File: config.mk
export PLATFORM = sky130hd
export DESIGN_NAME = motor_speed_pid_with_ramp_flat
export DESIGN_NICKNAME = d
export VERILOG_FILES = /design/src/msp_pkg.sv /design/src/msp_if.sv /design/src/msp_mul.sv /design/src/msp_core.sv /design/src/motor_speed_pid_with_ramp.sv /design/src/flat_wrapper.sv
export SDC_FILE = /design/constraint.sdc
export NUM_CORES = 2
export LEC_CHECK = 0
export BUFFER_PORTS_ARGS = -buffer_cell sky130_fd_sc_hd__buf_2
export CORE_MARGIN = 3
export CORE_UTILIZATION = 50
export CTS_BUF_LIST = sky130_fd_sc_hd__clkbuf_16
export CTS_CLUSTER_SIZE = 14
export DETAILED_ROUTE_END_ITERATION = 8
export PLACE_DENSITY_LB_ADDON = 0.3
export SLEW_MARGIN = 10
export SYNTH_ARGS = -nofsm -noshare
export SYNTH_HDL_FRONTEND = slang
export SYNTH_SLANG_ARGS = --single-unit
File: constraint.sdc
create_clock -name clk -period 13.34 [get_ports clk]
set_input_delay 0.667 -clock clk [delete_from_list [all_inputs] [get_ports clk]]
set_output_delay 0.667 -clock clk [all_outputs]
set_load 0.03 [all_outputs]
File: src/msp_pkg.sv
// Package for the motor speed PID controller with setpoint ramp.
// Holds the shared types, item layouts, codes and fixed-point constants.
// Depends on nothing; every file of the block but msp_if imports it.
package msp_pkg;

    localparam logic [15:0]        PWM_PERIOD    = 16'd12500;
    localparam logic [23:0]        TICKS_PER_SEC = 24'd1000;
    localparam logic signed [31:0] SPEED_LIMIT   = 32'sd20000;

    localparam logic [23:0] FILT_K = 24'd419430;
    localparam logic [23:0] DT_K   = 24'd16777;

    localparam logic signed [3:0] RAMP_UP   = 4'sd5;
    localparam logic signed [3:0] RAMP_DOWN = -4'sd5;

    localparam int MUL_A_W = 32;
    localparam int MUL_B_W = 24;
    localparam int MUL_P_W = MUL_A_W + MUL_B_W;

    localparam logic [1:0] DIR_NONE = 2'd0;
    localparam logic [1:0] DIR_FWD  = 2'd1;
    localparam logic [1:0] DIR_REV  = 2'd2;

    typedef enum logic [1:0] {
        OP_TICK       = 2'd0,
        OP_SET_TARGET = 2'd1,
        OP_START      = 2'd2,
        OP_STOP       = 2'd3
    } op_t;

    typedef enum logic [1:0] {
        REG_PROP  = 2'd0,
        REG_INTEG = 2'd1,
        REG_DERIV = 2'd2
    } reg_idx_t;

    typedef struct packed {
        logic [1:0]         opcode;
        logic [31:0]        encoder_position;
        logic signed [31:0] command_value;
    } msp_item_t;

    typedef struct packed {
        logic [15:0]        pwm_duty;
        logic               reverse_dir;
        logic signed [31:0] filtered_error;
        logic signed [31:0] measured_speed;
        logic signed [31:0] ramp_setpoint;
        logic               running;
    } msp_result_t;

    typedef struct packed {
        logic [15:0] prop_gain;
        logic [15:0] integ_gain;
        logic [15:0] deriv_gain;
    } msp_gains_t;

    typedef struct packed {
        logic start;
        logic take;
    } msp_ctl_t;

    typedef struct packed {
        logic idle;
        logic done;
    } msp_sts_t;

    typedef struct packed {
        logic [MUL_A_W-1:0] a;
        logic [MUL_B_W-1:0] b;
    } msp_mul_req_t;

endpackage

File: src/msp_if.sv
// Channel interfaces of the motor speed PID controller: command items in,
// result items out, and the gain register write port.
// Depends on nothing.
interface msp_in_if;
    logic               valid;
    logic               ready;
    logic [1:0]         opcode;
    logic [31:0]        encoder_position;
    logic signed [31:0] command_value;

    modport source (output valid, output opcode, output encoder_position,
                    output command_value, input ready);
    modport sink (input valid, input opcode, input encoder_position,
                  input command_value, output ready);
endinterface

interface msp_out_if;
    logic               valid;
    logic               ready;
    logic [15:0]        pwm_duty;
    logic               reverse_dir;
    logic signed [31:0] filtered_error;
    logic signed [31:0] measured_speed;
    logic signed [31:0] ramp_setpoint;
    logic               running;

    modport source (output valid, output pwm_duty, output reverse_dir,
                    output filtered_error, output measured_speed,
                    output ramp_setpoint, output running, input ready);
    modport sink (input valid, input pwm_duty, input reverse_dir,
                  input filtered_error, input measured_speed,
                  input ramp_setpoint, input running, output ready);
endinterface

interface msp_cfg_if;
    logic        valid;
    logic        ready;
    logic [1:0]  reg_index;
    logic [15:0] wdata;

    modport source (output valid, output reg_index, output wdata, input ready);
    modport sink (input valid, input reg_index, input wdata, output ready);
endinterface

File: src/msp_mul.sv
// Shared unsigned multiplier of the controller, 32 by 24 bits, with a
// registered product. Depends on msp_pkg.
module msp_mul (
    input  logic                          clk,
    input  msp_pkg::msp_mul_req_t         req,
    output logic [msp_pkg::MUL_P_W-1:0]   prod
);
    import msp_pkg::*;

    logic [MUL_P_W-1:0] prod_reg;
    logic [MUL_P_W-1:0] prod_next;

    assign prod_next = MUL_P_W'(req.a) * MUL_P_W'(req.b);

    always_ff @(posedge clk)
    begin
        prod_reg <= prod_next;
    end

    assign prod = prod_reg;

endmodule

File: src/msp_core.sv
// Sequencer and datapath of the controller: ramp, speed, filter and PID
// steps, all products taken from the shared multiplier.
// Depends on msp_pkg and on an msp_mul instance beside it.
module msp_core (
    input  logic                        clk,
    input  logic                        rst_n,
    input  msp_pkg::msp_ctl_t           ctl,
    input  msp_pkg::msp_item_t          item,
    input  msp_pkg::msp_gains_t         gains,
    output msp_pkg::msp_sts_t           sts,
    output msp_pkg::msp_result_t        res,
    output msp_pkg::msp_mul_req_t       mul_req,
    input  logic [msp_pkg::MUL_P_W-1:0] mul_prod
);
    import msp_pkg::*;

    typedef enum logic [17:0] {
        S_IDLE = 18'h00001,
        S_CMD  = 18'h00002,
        S_TGT  = 18'h00004,
        S_SPD  = 18'h00008,
        S_ERR  = 18'h00010,
        S_DIF  = 18'h00020,
        S_MLO  = 18'h00040,
        S_MHI  = 18'h00080,
        S_MFIN = 18'h00100,
        S_MSGN = 18'h00200,
        S_FUPD = 18'h00400,
        S_FABS = 18'h00800,
        S_IADD = 18'h01000,
        S_DABS = 18'h02000,
        S_SUM1 = 18'h04000,
        S_SUM2 = 18'h08000,
        S_DUTY = 18'h10000,
        S_DONE = 18'h20000
    } state_t;

    typedef enum logic [2:0] {
        JOB_FILT = 3'd0,
        JOB_DT   = 3'd1,
        JOB_INT  = 3'd2,
        JOB_P    = 3'd3,
        JOB_D    = 3'd4
    } job_t;

    localparam logic signed [63:0] INT64_MAX = 64'sh7FFF_FFFF_FFFF_FFFF;
    localparam logic signed [63:0] INT64_MIN = 64'sh8000_0000_0000_0000;
    localparam logic signed [64:0] Q48_HI = 65'sh7FFF_FFFF_FFFF;
    localparam logic signed [64:0] Q48_LO = -65'sh8000_0000_0000;
    localparam logic [48:0] ROUND_HALF = 49'h80_0000;
    localparam logic signed [63:0] DUTY_CEIL = (64'(PWM_PERIOD) + 64'sd1) <<< 16;

    function automatic logic signed [63:0] sat_add64(input logic signed [63:0] a,
                                                     input logic signed [63:0] b);
        logic signed [64:0] s;
        s = {a[63], a} + {b[63], b};
        if (s[64] != s[63])
        begin
            sat_add64 = s[64] ? INT64_MIN : INT64_MAX;
        end
        else
        begin
            sat_add64 = s[63:0];
        end
    endfunction

    state_t             state_reg, state_next;
    job_t               job_reg, job_next;
    logic [31:0]        last_pos_reg, last_pos_next;
    logic signed [31:0] setpoint_reg, setpoint_next;
    logic signed [31:0] target_reg, target_next;
    logic signed [3:0]  step_reg, step_next;
    logic [1:0]         spin_reg, spin_next;
    logic               stop_pend_reg, stop_pend_next;
    logic               run_reg, run_next;
    logic signed [47:0] filt_reg, filt_next;
    logic signed [47:0] prev_reg, prev_next;
    logic signed [63:0] integ_reg, integ_next;
    logic               rev_reg, rev_next;
    logic [15:0]        duty_reg, duty_next;
    logic signed [31:0] speed_reg, speed_next;

    msp_item_t          item_reg, item_next;
    logic [31:0]        delta_reg, delta_next;
    logic signed [31:0] err_reg, err_next;
    logic [48:0]        mag_reg, mag_next;
    logic               neg_reg, neg_next;
    logic [48:0]        acc_reg, acc_next;
    logic [64:0]        r_reg, r_next;
    logic signed [63:0] val_reg, val_next;
    logic signed [63:0] pterm_reg, pterm_next;
    logic signed [63:0] sum_reg, sum_next;

    logic [23:0]        k_sel;
    logic               q24_mode;
    logic signed [48:0] sub_a, sub_b, d_ab, d_ba;
    logic signed [48:0] filt_ext;
    logic [48:0]        filt_abs;
    logic signed [32:0] ramp_sum, target_ext;
    logic               ramp_hit;
    logic signed [31:0] speed_now;
    logic signed [32:0] err_wide;
    logic signed [31:0] target_clamp;
    logic signed [64:0] filt_sum;
    logic [63:0]        out_abs;
    logic               duty_big;
    logic [15:0]        duty_calc;

    always_comb
    begin
        case (job_reg)
            JOB_FILT: k_sel = FILT_K;
            JOB_DT:   k_sel = DT_K;
            JOB_INT:  k_sel = 24'(gains.integ_gain);
            JOB_P:    k_sel = 24'(gains.prop_gain);
            JOB_D:    k_sel = 24'(gains.deriv_gain);
            default:  k_sel = '0;
        endcase
    end

    assign q24_mode = (job_reg == JOB_FILT) || (job_reg == JOB_DT);

    always_comb
    begin
        mul_req = '0;
        unique case (state_reg)
            S_SPD:
            begin
                mul_req.a = delta_reg;
                mul_req.b = TICKS_PER_SEC;
            end
            S_MLO:
            begin
                mul_req.a = MUL_A_W'(mag_reg[23:0]);
                mul_req.b = k_sel;
            end
            S_MHI:
            begin
                mul_req.a = MUL_A_W'(mag_reg[48:24]);
                mul_req.b = k_sel;
            end
            default:
            begin
                mul_req = '0;
            end
        endcase
    end

    assign filt_ext = {filt_reg[47], filt_reg};
    assign filt_abs = filt_reg[47] ? 49'(-filt_ext) : 49'(filt_ext);

    // One pair of subtractors serves both the filter input and the derivative.
    assign sub_a = (state_reg == S_DIF) ? {err_reg[31], err_reg, 16'd0} : filt_ext;
    assign sub_b = (state_reg == S_DIF) ? filt_ext : {prev_reg[47], prev_reg};
    assign d_ab  = sub_a - sub_b;
    assign d_ba  = sub_b - sub_a;

    assign ramp_sum   = {setpoint_reg[31], setpoint_reg} + 33'(step_reg);
    assign target_ext = {target_reg[31], target_reg};
    assign ramp_hit   = step_reg[3] ? (ramp_sum <= target_ext) : (ramp_sum >= target_ext);

    assign speed_now = mul_prod[31:0];
    assign err_wide  = {setpoint_reg[31], setpoint_reg} - {speed_now[31], speed_now};

    always_comb
    begin
        if (item_reg.command_value > SPEED_LIMIT)
        begin
            target_clamp = SPEED_LIMIT;
        end
        else if (item_reg.command_value < -SPEED_LIMIT)
        begin
            target_clamp = -SPEED_LIMIT;
        end
        else
        begin
            target_clamp = item_reg.command_value;
        end
    end

    assign filt_sum = {{17{filt_reg[47]}}, filt_reg} + {val_reg[63], val_reg};

    assign out_abs   = sum_reg[63] ? 64'(-sum_reg) : 64'(sum_reg);
    assign duty_big  = (sum_reg >= DUTY_CEIL) || (sum_reg <= -DUTY_CEIL);
    assign duty_calc = duty_big ? PWM_PERIOD : out_abs[31:16];

    always_comb
    begin
        state_next     = state_reg;
        job_next       = job_reg;
        last_pos_next  = last_pos_reg;
        setpoint_next  = setpoint_reg;
        target_next    = target_reg;
        step_next      = step_reg;
        spin_next      = spin_reg;
        stop_pend_next = stop_pend_reg;
        run_next       = run_reg;
        filt_next      = filt_reg;
        prev_next      = prev_reg;
        integ_next     = integ_reg;
        rev_next       = rev_reg;
        duty_next      = duty_reg;
        speed_next     = speed_reg;
        item_next      = item_reg;
        delta_next     = delta_reg;
        err_next       = err_reg;
        mag_next       = mag_reg;
        neg_next       = neg_reg;
        acc_next       = acc_reg;
        r_next         = r_reg;
        val_next       = val_reg;
        pterm_next     = pterm_reg;
        sum_next       = sum_reg;

        unique case (state_reg)
            S_IDLE:
            begin
                if (ctl.start)
                begin
                    item_next  = item;
                    state_next = S_CMD;
                end
            end
            S_CMD:
            begin
                unique case (item_reg.opcode)
                    OP_TICK:
                    begin
                        if (step_reg != 4'sd0)
                        begin
                            if (ramp_hit)
                            begin
                                setpoint_next = target_reg;
                                step_next     = 4'sd0;
                                if (stop_pend_reg)
                                begin
                                    run_next = 1'b0;
                                end
                            end
                            else
                            begin
                                setpoint_next = ramp_sum[31:0];
                            end
                        end
                        delta_next    = item_reg.encoder_position - last_pos_reg;
                        last_pos_next = item_reg.encoder_position;
                        state_next    = S_SPD;
                    end
                    OP_SET_TARGET:
                    begin
                        target_next = target_clamp;
                        spin_next   = (item_reg.command_value > 32'sd0) ? DIR_FWD : DIR_REV;
                        state_next  = S_TGT;
                    end
                    OP_START:
                    begin
                        run_next       = 1'b1;
                        stop_pend_next = 1'b0;
                        state_next     = S_DONE;
                    end
                    OP_STOP:
                    begin
                        stop_pend_next = 1'b1;
                        target_next    = 32'sd0;
                        step_next      = (spin_reg == DIR_FWD) ? RAMP_DOWN : RAMP_UP;
                        state_next     = S_DONE;
                    end
                endcase
            end
            S_TGT:
            begin
                if (target_reg > setpoint_reg)
                begin
                    step_next = RAMP_UP;
                end
                else if (target_reg < setpoint_reg)
                begin
                    step_next = RAMP_DOWN;
                end
                state_next = S_DONE;
            end
            S_SPD:
            begin
                state_next = S_ERR;
            end
            S_ERR:
            begin
                speed_next = speed_now;
                if (err_wide[32] != err_wide[31])
                begin
                    err_next = err_wide[32] ? 32'sh8000_0000 : 32'sh7FFF_FFFF;
                end
                else
                begin
                    err_next = err_wide[31:0];
                end
                state_next = S_DIF;
            end
            S_DIF:
            begin
                neg_next   = d_ab[48];
                mag_next   = d_ab[48] ? d_ba : d_ab;
                job_next   = JOB_FILT;
                state_next = S_MLO;
            end
            S_MLO:
            begin
                state_next = S_MHI;
            end
            S_MHI:
            begin
                acc_next   = mul_prod[48:0] + (q24_mode ? ROUND_HALF : 49'd0);
                state_next = S_MFIN;
            end
            S_MFIN:
            begin
                if (q24_mode)
                begin
                    r_next = 65'(mul_prod[48:0]) + 65'(acc_reg[48:24]);
                end
                else
                begin
                    r_next = {mul_prod[40:0], 24'd0} + 65'(acc_reg);
                end
                state_next = S_MSGN;
            end
            S_MSGN:
            begin
                if (r_reg[64:63] != 2'b00)
                begin
                    val_next = neg_reg ? INT64_MIN : INT64_MAX;
                end
                else
                begin
                    val_next = neg_reg ? -$signed(r_reg[63:0]) : $signed(r_reg[63:0]);
                end
                case (job_reg)
                    JOB_FILT: state_next = S_FUPD;
                    JOB_DT:
                    begin
                        mag_next   = r_reg[48:0];
                        job_next   = JOB_INT;
                        state_next = S_MLO;
                    end
                    JOB_INT:  state_next = S_IADD;
                    JOB_P:    state_next = S_DABS;
                    JOB_D:    state_next = S_SUM1;
                    default:  state_next = S_IDLE;
                endcase
            end
            S_FUPD:
            begin
                if (filt_sum > Q48_HI)
                begin
                    filt_next = 48'sh7FFF_FFFF_FFFF;
                end
                else if (filt_sum < Q48_LO)
                begin
                    filt_next = 48'sh8000_0000_0000;
                end
                else
                begin
                    filt_next = filt_sum[47:0];
                end
                state_next = S_FABS;
            end
            S_FABS:
            begin
                neg_next   = filt_reg[47];
                mag_next   = filt_abs;
                job_next   = JOB_DT;
                state_next = S_MLO;
            end
            S_IADD:
            begin
                integ_next = sat_add64(integ_reg, val_reg);
                neg_next   = filt_reg[47];
                mag_next   = filt_abs;
                job_next   = JOB_P;
                state_next = S_MLO;
            end
            S_DABS:
            begin
                pterm_next = val_reg;
                neg_next   = d_ab[48];
                mag_next   = d_ab[48] ? d_ba : d_ab;
                job_next   = JOB_D;
                state_next = S_MLO;
            end
            S_SUM1:
            begin
                sum_next   = sat_add64(pterm_reg, val_reg);
                state_next = S_SUM2;
            end
            S_SUM2:
            begin
                sum_next   = sat_add64(sum_reg, integ_reg);
                state_next = S_DUTY;
            end
            S_DUTY:
            begin
                if (sum_reg < 64'sd0)
                begin
                    rev_next = 1'b1;
                end
                else if (sum_reg != 64'sd0)
                begin
                    rev_next = 1'b0;
                end
                if (run_reg)
                begin
                    duty_next = duty_calc;
                    prev_next = filt_reg;
                end
                else
                begin
                    duty_next  = 16'd0;
                    prev_next  = 48'sd0;
                    integ_next = 64'sd0;
                end
                state_next = S_DONE;
            end
            S_DONE:
            begin
                if (ctl.take)
                begin
                    state_next = S_IDLE;
                end
            end
            default:
            begin
                state_next = S_IDLE;
            end
        endcase
    end

    always_ff @(posedge clk or negedge rst_n)
    begin
        if (!rst_n)
        begin
            state_reg     <= S_IDLE;
            job_reg       <= JOB_FILT;
            last_pos_reg  <= '0;
            setpoint_reg  <= '0;
            target_reg    <= '0;
            step_reg      <= '0;
            spin_reg      <= DIR_NONE;
            stop_pend_reg <= 1'b0;
            run_reg       <= 1'b0;
            filt_reg      <= '0;
            prev_reg      <= '0;
            integ_reg     <= '0;
            rev_reg       <= 1'b0;
            duty_reg      <= '0;
            speed_reg     <= '0;
        end
        else
        begin
            state_reg     <= state_next;
            job_reg       <= job_next;
            last_pos_reg  <= last_pos_next;
            setpoint_reg  <= setpoint_next;
            target_reg    <= target_next;
            step_reg      <= step_next;
            spin_reg      <= spin_next;
            stop_pend_reg <= stop_pend_next;
            run_reg       <= run_next;
            filt_reg      <= filt_next;
            prev_reg      <= prev_next;
            integ_reg     <= integ_next;
            rev_reg       <= rev_next;
            duty_reg      <= duty_next;
            speed_reg     <= speed_next;
        end
    end

    always_ff @(posedge clk)
    begin
        item_reg  <= item_next;
        delta_reg <= delta_next;
        err_reg   <= err_next;
        mag_reg   <= mag_next;
        neg_reg   <= neg_next;
        acc_reg   <= acc_next;
        r_reg     <= r_next;
        val_reg   <= val_next;
        pterm_reg <= pterm_next;
        sum_reg   <= sum_next;
    end

    assign sts.idle = (state_reg == S_IDLE);
    assign sts.done = (state_reg == S_DONE);

    // The filter value is truncated towards zero when its fraction is dropped.
    assign res.pwm_duty       = duty_reg;
    assign res.reverse_dir    = rev_reg;
    assign res.filtered_error = filt_reg[47:16]
                              + 32'(filt_reg[47] && (filt_reg[15:0] != 16'd0));
    assign res.measured_speed = speed_reg;
    assign res.ramp_setpoint  = setpoint_reg;
    assign res.running        = run_reg;

endmodule

File: src/motor_speed_pid_with_ramp.sv
// Top level of the DC motor speed controller with setpoint ramp and PID loop.
// Depends on msp_pkg, msp_if, msp_mul and msp_core.
//
// Items arrive on the request channel with an opcode: a control tick with
// the sampled encoder position, a target speed, start or stop. Every item
// gives exactly one result item on the response channel, carrying the PWM
// duty, direction, filtered error, measured speed, ramp setpoint and run flag.
// Gains are written through the cfg channel, which is always ready; writes
// are meant to happen while no item is in progress.
// A control tick passes through eleven products of the single shared
// multiplier before its result is valid; a start, stop or target command
// takes no product. The request channel is ready only while no item is in
// progress, so a new item is accepted only once the last one has finished
// and its result has been taken into the output register.
// The result is held in an output register; while the receiver stalls, the
// block still accepts the next item and finishes it, then waits with that
// result until the register is free.
// Reset clears the control state, the run flag and the integrator, and sets
// the gains to 32, 16 and 64.
module motor_speed_pid_with_ramp (
    input  logic      clk,
    input  logic      rst_n,
    msp_in_if.sink    request,
    msp_out_if.source response,
    msp_cfg_if.sink   cfg
);
    import msp_pkg::*;

    msp_gains_t    gains_reg, gains_next;
    msp_result_t   out_reg, out_next;
    logic          out_valid_reg, out_valid_next;
    msp_ctl_t      ctl;
    msp_sts_t      sts;
    msp_item_t     item;
    msp_result_t   res;
    msp_mul_req_t  mul_req;
    logic [MUL_P_W-1:0] mul_prod;

    assign cfg.ready = 1'b1;

    always_comb
    begin
        gains_next = gains_reg;
        if (cfg.valid)
        begin
            unique case (cfg.reg_index)
                REG_PROP:  gains_next.prop_gain  = cfg.wdata;
                REG_INTEG: gains_next.integ_gain = cfg.wdata;
                REG_DERIV: gains_next.deriv_gain = cfg.wdata;
                default:   gains_next = gains_reg;
            endcase
        end
    end

    assign item.opcode           = request.opcode;
    assign item.encoder_position = request.encoder_position;
    assign item.command_value    = request.command_value;

    assign request.ready = sts.idle;
    assign ctl.start     = request.valid && sts.idle;
    assign ctl.take      = !out_valid_reg || response.ready;

    always_comb
    begin
        out_next       = out_reg;
        out_valid_next = out_valid_reg;
        if (sts.done && ctl.take)
        begin
            out_next       = res;
            out_valid_next = 1'b1;
        end
        else if (response.ready)
        begin
            out_valid_next = 1'b0;
        end
    end

    always_ff @(posedge clk or negedge rst_n)
    begin
        if (!rst_n)
        begin
            gains_reg.prop_gain  <= 16'd32;
            gains_reg.integ_gain <= 16'd16;
            gains_reg.deriv_gain <= 16'd64;
            out_valid_reg        <= 1'b0;
        end
        else
        begin
            gains_reg     <= gains_next;
            out_valid_reg <= out_valid_next;
        end
    end

    always_ff @(posedge clk)
    begin
        out_reg <= out_next;
    end

    assign response.valid          = out_valid_reg;
    assign response.pwm_duty       = out_reg.pwm_duty;
    assign response.reverse_dir    = out_reg.reverse_dir;
    assign response.filtered_error = out_reg.filtered_error;
    assign response.measured_speed = out_reg.measured_speed;
    assign response.ramp_setpoint  = out_reg.ramp_setpoint;
    assign response.running        = out_reg.running;

    msp_core u_core (
        .clk      (clk),
        .rst_n    (rst_n),
        .ctl      (ctl),
        .item     (item),
        .gains    (gains_reg),
        .sts      (sts),
        .res      (res),
        .mul_req  (mul_req),
        .mul_prod (mul_prod)
    );

    msp_mul u_mul (
        .clk  (clk),
        .req  (mul_req),
        .prod (mul_prod)
    );

endmodule

File: src/flat_wrapper.sv
// flat-port wrapper written by rule: the top's interface ports become plain ports
module motor_speed_pid_with_ramp_flat import msp_pkg::*;
  (clk, rst_n, request_valid, request_opcode, request_encoder_position, request_command_value, request_ready, response_valid, response_pwm_duty, response_reverse_dir, response_filtered_error, response_measured_speed, response_ramp_setpoint, response_running, response_ready, cfg_valid, cfg_reg_index, cfg_wdata, cfg_ready);
  msp_in_if request_i ();
  msp_out_if response_i ();
  msp_cfg_if cfg_i ();
  input  logic clk;
  input  logic rst_n;
  input wire logic [$bits(request_i.valid)-1:0] request_valid;
  input wire logic [$bits(request_i.opcode)-1:0] request_opcode;
  input wire logic [$bits(request_i.encoder_position)-1:0] request_encoder_position;
  input wire logic [$bits(request_i.command_value)-1:0] request_command_value;
  output wire logic [$bits(request_i.ready)-1:0] request_ready;
  output wire logic [$bits(response_i.valid)-1:0] response_valid;
  output wire logic [$bits(response_i.pwm_duty)-1:0] response_pwm_duty;
  output wire logic [$bits(response_i.reverse_dir)-1:0] response_reverse_dir;
  output wire logic [$bits(response_i.filtered_error)-1:0] response_filtered_error;
  output wire logic [$bits(response_i.measured_speed)-1:0] response_measured_speed;
  output wire logic [$bits(response_i.ramp_setpoint)-1:0] response_ramp_setpoint;
  output wire logic [$bits(response_i.running)-1:0] response_running;
  input wire logic [$bits(response_i.ready)-1:0] response_ready;
  input wire logic [$bits(cfg_i.valid)-1:0] cfg_valid;
  input wire logic [$bits(cfg_i.reg_index)-1:0] cfg_reg_index;
  input wire logic [$bits(cfg_i.wdata)-1:0] cfg_wdata;
  output wire logic [$bits(cfg_i.ready)-1:0] cfg_ready;
  assign request_i.valid = request_valid;
  assign request_i.opcode = request_opcode;
  assign request_i.encoder_position = request_encoder_position;
  assign request_i.command_value = request_command_value;
  assign request_ready = request_i.ready;
  assign response_valid = response_i.valid;
  assign response_pwm_duty = response_i.pwm_duty;
  assign response_reverse_dir = response_i.reverse_dir;
  assign response_filtered_error = response_i.filtered_error;
  assign response_measured_speed = response_i.measured_speed;
  assign response_ramp_setpoint = response_i.ramp_setpoint;
  assign response_running = response_i.running;
  assign response_i.ready = response_ready;
  assign cfg_i.valid = cfg_valid;
  assign cfg_i.reg_index = cfg_reg_index;
  assign cfg_i.wdata = cfg_wdata;
  assign cfg_ready = cfg_i.ready;
  motor_speed_pid_with_ramp u_core (.clk(clk), .rst_n(rst_n), .request(request_i), .response(response_i), .cfg(cfg_i));
endmodule
==> run_results.csv <==
group,metric,value,unit
status,status,"complete, no violations",
floorplanning,dieArea,188000,µm²
setup_path,r2r-end,"u_core.u_mul.prod[43]",
setup_path,cpMostUsedCell,"fa_1",
sta,finalHoldViolCount,0,
sta,worstMarginPinSlew,1.25,ns
clock_network,cts_buffers,114,
synth,synth_most_common_cell,"nand2_1",
pwr,p_int,7.13,mW
sta,relSlewSlack,0.164,
drt,highest_layer,"met5",
clock_network,clk_latency,0.81,ns
floorplanning,start_util,0.505,
sta,period_share,0.848,
setup_path,crit_buf_inv,7,
sta,final_max_slew_viol_count,0,
sta,setup_viol,0,
place,placed_area,95200,µm²
drt,wl_met3,22800,µm
clock_network,cts_buffer_depth,3,
drt,drc_errors,0,
place,dp.final_hpwl,262000,µm
drt,wl_met1,129000,µm
synth,yosysTopAreaCellShare,0.197,
drt,drt-vias-per-instance,6.13,
global_route,grt.total_usage,0.347,
pwr,comb_power_share,0.359,
synth,async_flop_share,0.371,
drt,wl_met2,154000,µm
setup_path,r2r_start,"u_core.u_core.state_reg[13]",
pwr,clock_power_share,0.281,
synth,synth-seq-area-share,0.312,
floorplanning,ios,206,
synth,synth.mux.area_fraction,0.0305,
place,gp_congestion,1.03,
global_route,grt_overflow,0,
layout,largest_reg_flops,66,
pwr,seq_power_share,0.360,
sta,hold_ws,0.0528,ns
drt,num_vias,77958,
global_route,grt_pass1_wl,491000,µm
sta,skew,0.0922,ns
setup_path,critPathSlowestCell,"o21ai_2",
synth,synth_fa_ha_area_frac,0.222,
clock_network,root_buffer,"clkbuf_16",
setup_path,path_class,"reg -> reg",
setup_path,cp_max_fo,20,
synth,synth.avg_cell_area,9.00,µm²
pwr,finalPower,11.3,mW
clock_network,clk_pin_slew_worst_paths,0.07,ns
setup_path,start_kind,"flip-flop",
synth,ys.flop_type,"edfxtp_1",
synth,synth_common_cells,"nand2_1 (1212), inv_1 (1049), ha_1 (771), a21oi_1 (715), nor2_1 (677)",
setup_path,cp.arrival,12.05,ns
clock_network,postCtsSetupRepairBufs,0,
floorplanning,die_h,434,µm
drt,dr.pass1.iters,7,
synth,synth.distinct_cells,100,
clock_network,cts_tree,"yes",
synth,synth_warnings,0,
pwr,p_leak,46.4,nW
floorplanning,dieWidth,434,µm
synth,ys_top_cells_by_area,"edfxtp_1 (20%), fa_1 (11%), ha_1 (11%)",
sta,fin_setup_tns,0,ns
drt,ant_nets,0,
pwr,p_sw_frac,0.368,
min_path,holdPathStages,1,
pwr,vdd_drop_max,0.000278,V
pwr,p_sw,4.15,mW
clock_network,cts_hold_buf,39,
sta,min_period,11.31,ns
layout,final_area,99300,µm²
synth,synth_top_cell_by_area,"edfxtp_1",
synth,yosys.area_share.simple,0.142,
setup_path,reg2reg_depth,34,
min_path,hp-class,"in -> reg",
clock_network,cts.repair.resized,0,
global_route,grt_pass1_vias,77378,
layout,postLayoutCoreUtil,0.548,
synth,postSynthCellCount,10177,
global_route,grt_max_degree,84,
place,port_buffers,204,
drt,drt_iter0_drc,7645,
synth,synth_top_family_by_area,"adder cells",
setup_path,endpoint_kind,"flip-flop",
min_path,hp-start,"request_command_value[10]",
drt,wl_per_cell,26.0,µm
floorplanning,fp.coreArea,181000,µm²
synth,ys_ff_latch,1031,
synth,synth-edff-count,600,
sta,rsz0062_at_grt,"no",
setup_path,max_stage_delay,0.98,ns
sta,fmax,88.4,MHz
clock_network,h-tree-depth,3,
clock_network,cts_sinks,1031,
setup_path,crit_family,"adder cells",
synth,synth-xor-area-share,0.0539,
global_route,antenna_found_initial,18,
min_path,min_to,"u_core.u_core.item_reg[10]",
flow_run,drv_cap,0,
layout,syn_to_final_growth,8.43,%
layout,drive_gt1_frac,0.0690,
pwr,power_density,114,nW/µm²
setup_path,startpoint,"u_core.u_core.state_reg[13]",
setup_path,rrSetupSlack,2.03,ns
drt,drt_wl_total,330000,µm
floorplanning,row_count,156,
synth,synth_compound_area_frac,0.176,
layout,final_nets,11589,
synth,syn_area,91600,µm²
setup_path,cp.required,14.08,ns
[layout make-up]
cell class,instances,area [µm²]
tap,2370,2970
sequential,1031,28600
antenna,9,22.5
multi-input combinational,7677,57700
clock inverter,101,801
fill,16325,82000
clock buffer,116,2900
timing repair buffer,365,2340
inverter,1054,3960
[per-layer routing]
| metal | vias up | GRT usage |
|---|---|---|
| met2 | 3073 | 0.571 |
| met4 | 10 | 0.218 |
| li1 | 35559 | - |
| met3 | 812 | 0.0506 |
| met1 | 38504 | 0.431 |
| met5 | - | 0 |
[placed cells by master (no fill, tap or decap), drive strengths merged, types with 58 or more instances in the layout]
cell,n
fa,486
o21bai,97
a21o,339
nor2,678
clkbuf,116
and2,60
dfrtp,378
inv,1088
o21ai,696
ha,771
a21oi,715
mux2,93
xor2,216
mux2i,174
conb,82
a31oi,58
nand3,148
xnor2,348
nand2b,80
edfxtp,600
o21a,85
nand4,149
or3,58
nor2b,85
nor3,142
maj3,93
buf,326
a22oi,82
nand2,1213
[worst max path at each step]
| stage | to | slack [ns] | cells after the start |
|---|---|---|---|
| floorplan | u_core.u_mul.prod[43] | 3.25 | 33 |
| global placement | u_core.u_mul.prod[43] | 2.32 | 34 |
| CTS | u_core.u_mul.prod[43] | 2.16 | 34 |
| detailed placement | u_core.u_mul.prod[43] | 2.18 | 34 |
| finish | u_core.u_mul.prod[43] | 2.03 | 34 |
| global route | u_core.u_mul.prod[43] | 1.43 | 33 |
[power groups by stage]
stage	Sequential (mW)	Clock [mW]	Combinational, mW
2_1_floorplan	4.03	0	2.87
3_3_place_gp	4.11	0	3.83
3_5_place_dp	4.12	0	3.92
4_1_cts	4.06	3.21	3.96
5_1_grt	4.09	3.33	4.50
6_report	4.06	3.17	4.05
[cells by family (layout without fill, tap and decap cells)]
kind of cell               Yosys count  after routing
AOI/OAI and AO/OA                 2559           2559
xor gates and xnor gates           564            564
adders and majority gates         1350           1350
buffers and inverters             1549           1636
DFF                               1031           1031
muxes                              267            267
other                                2             91
and+or+nand+nor                   2855           2855
[stage by stage]
stage / std cells / setup WS [ns]
after global placement: 12458 / 2.32
final: 12723 / 2.03
after floorplan: 10257 / 3.25
after CTS: 12714 / 2.16
after global routing: 12718 / 1.43
after detailed placement: 12458 / 2.18
No activity file was read; power rests on OpenSTA's default activity.
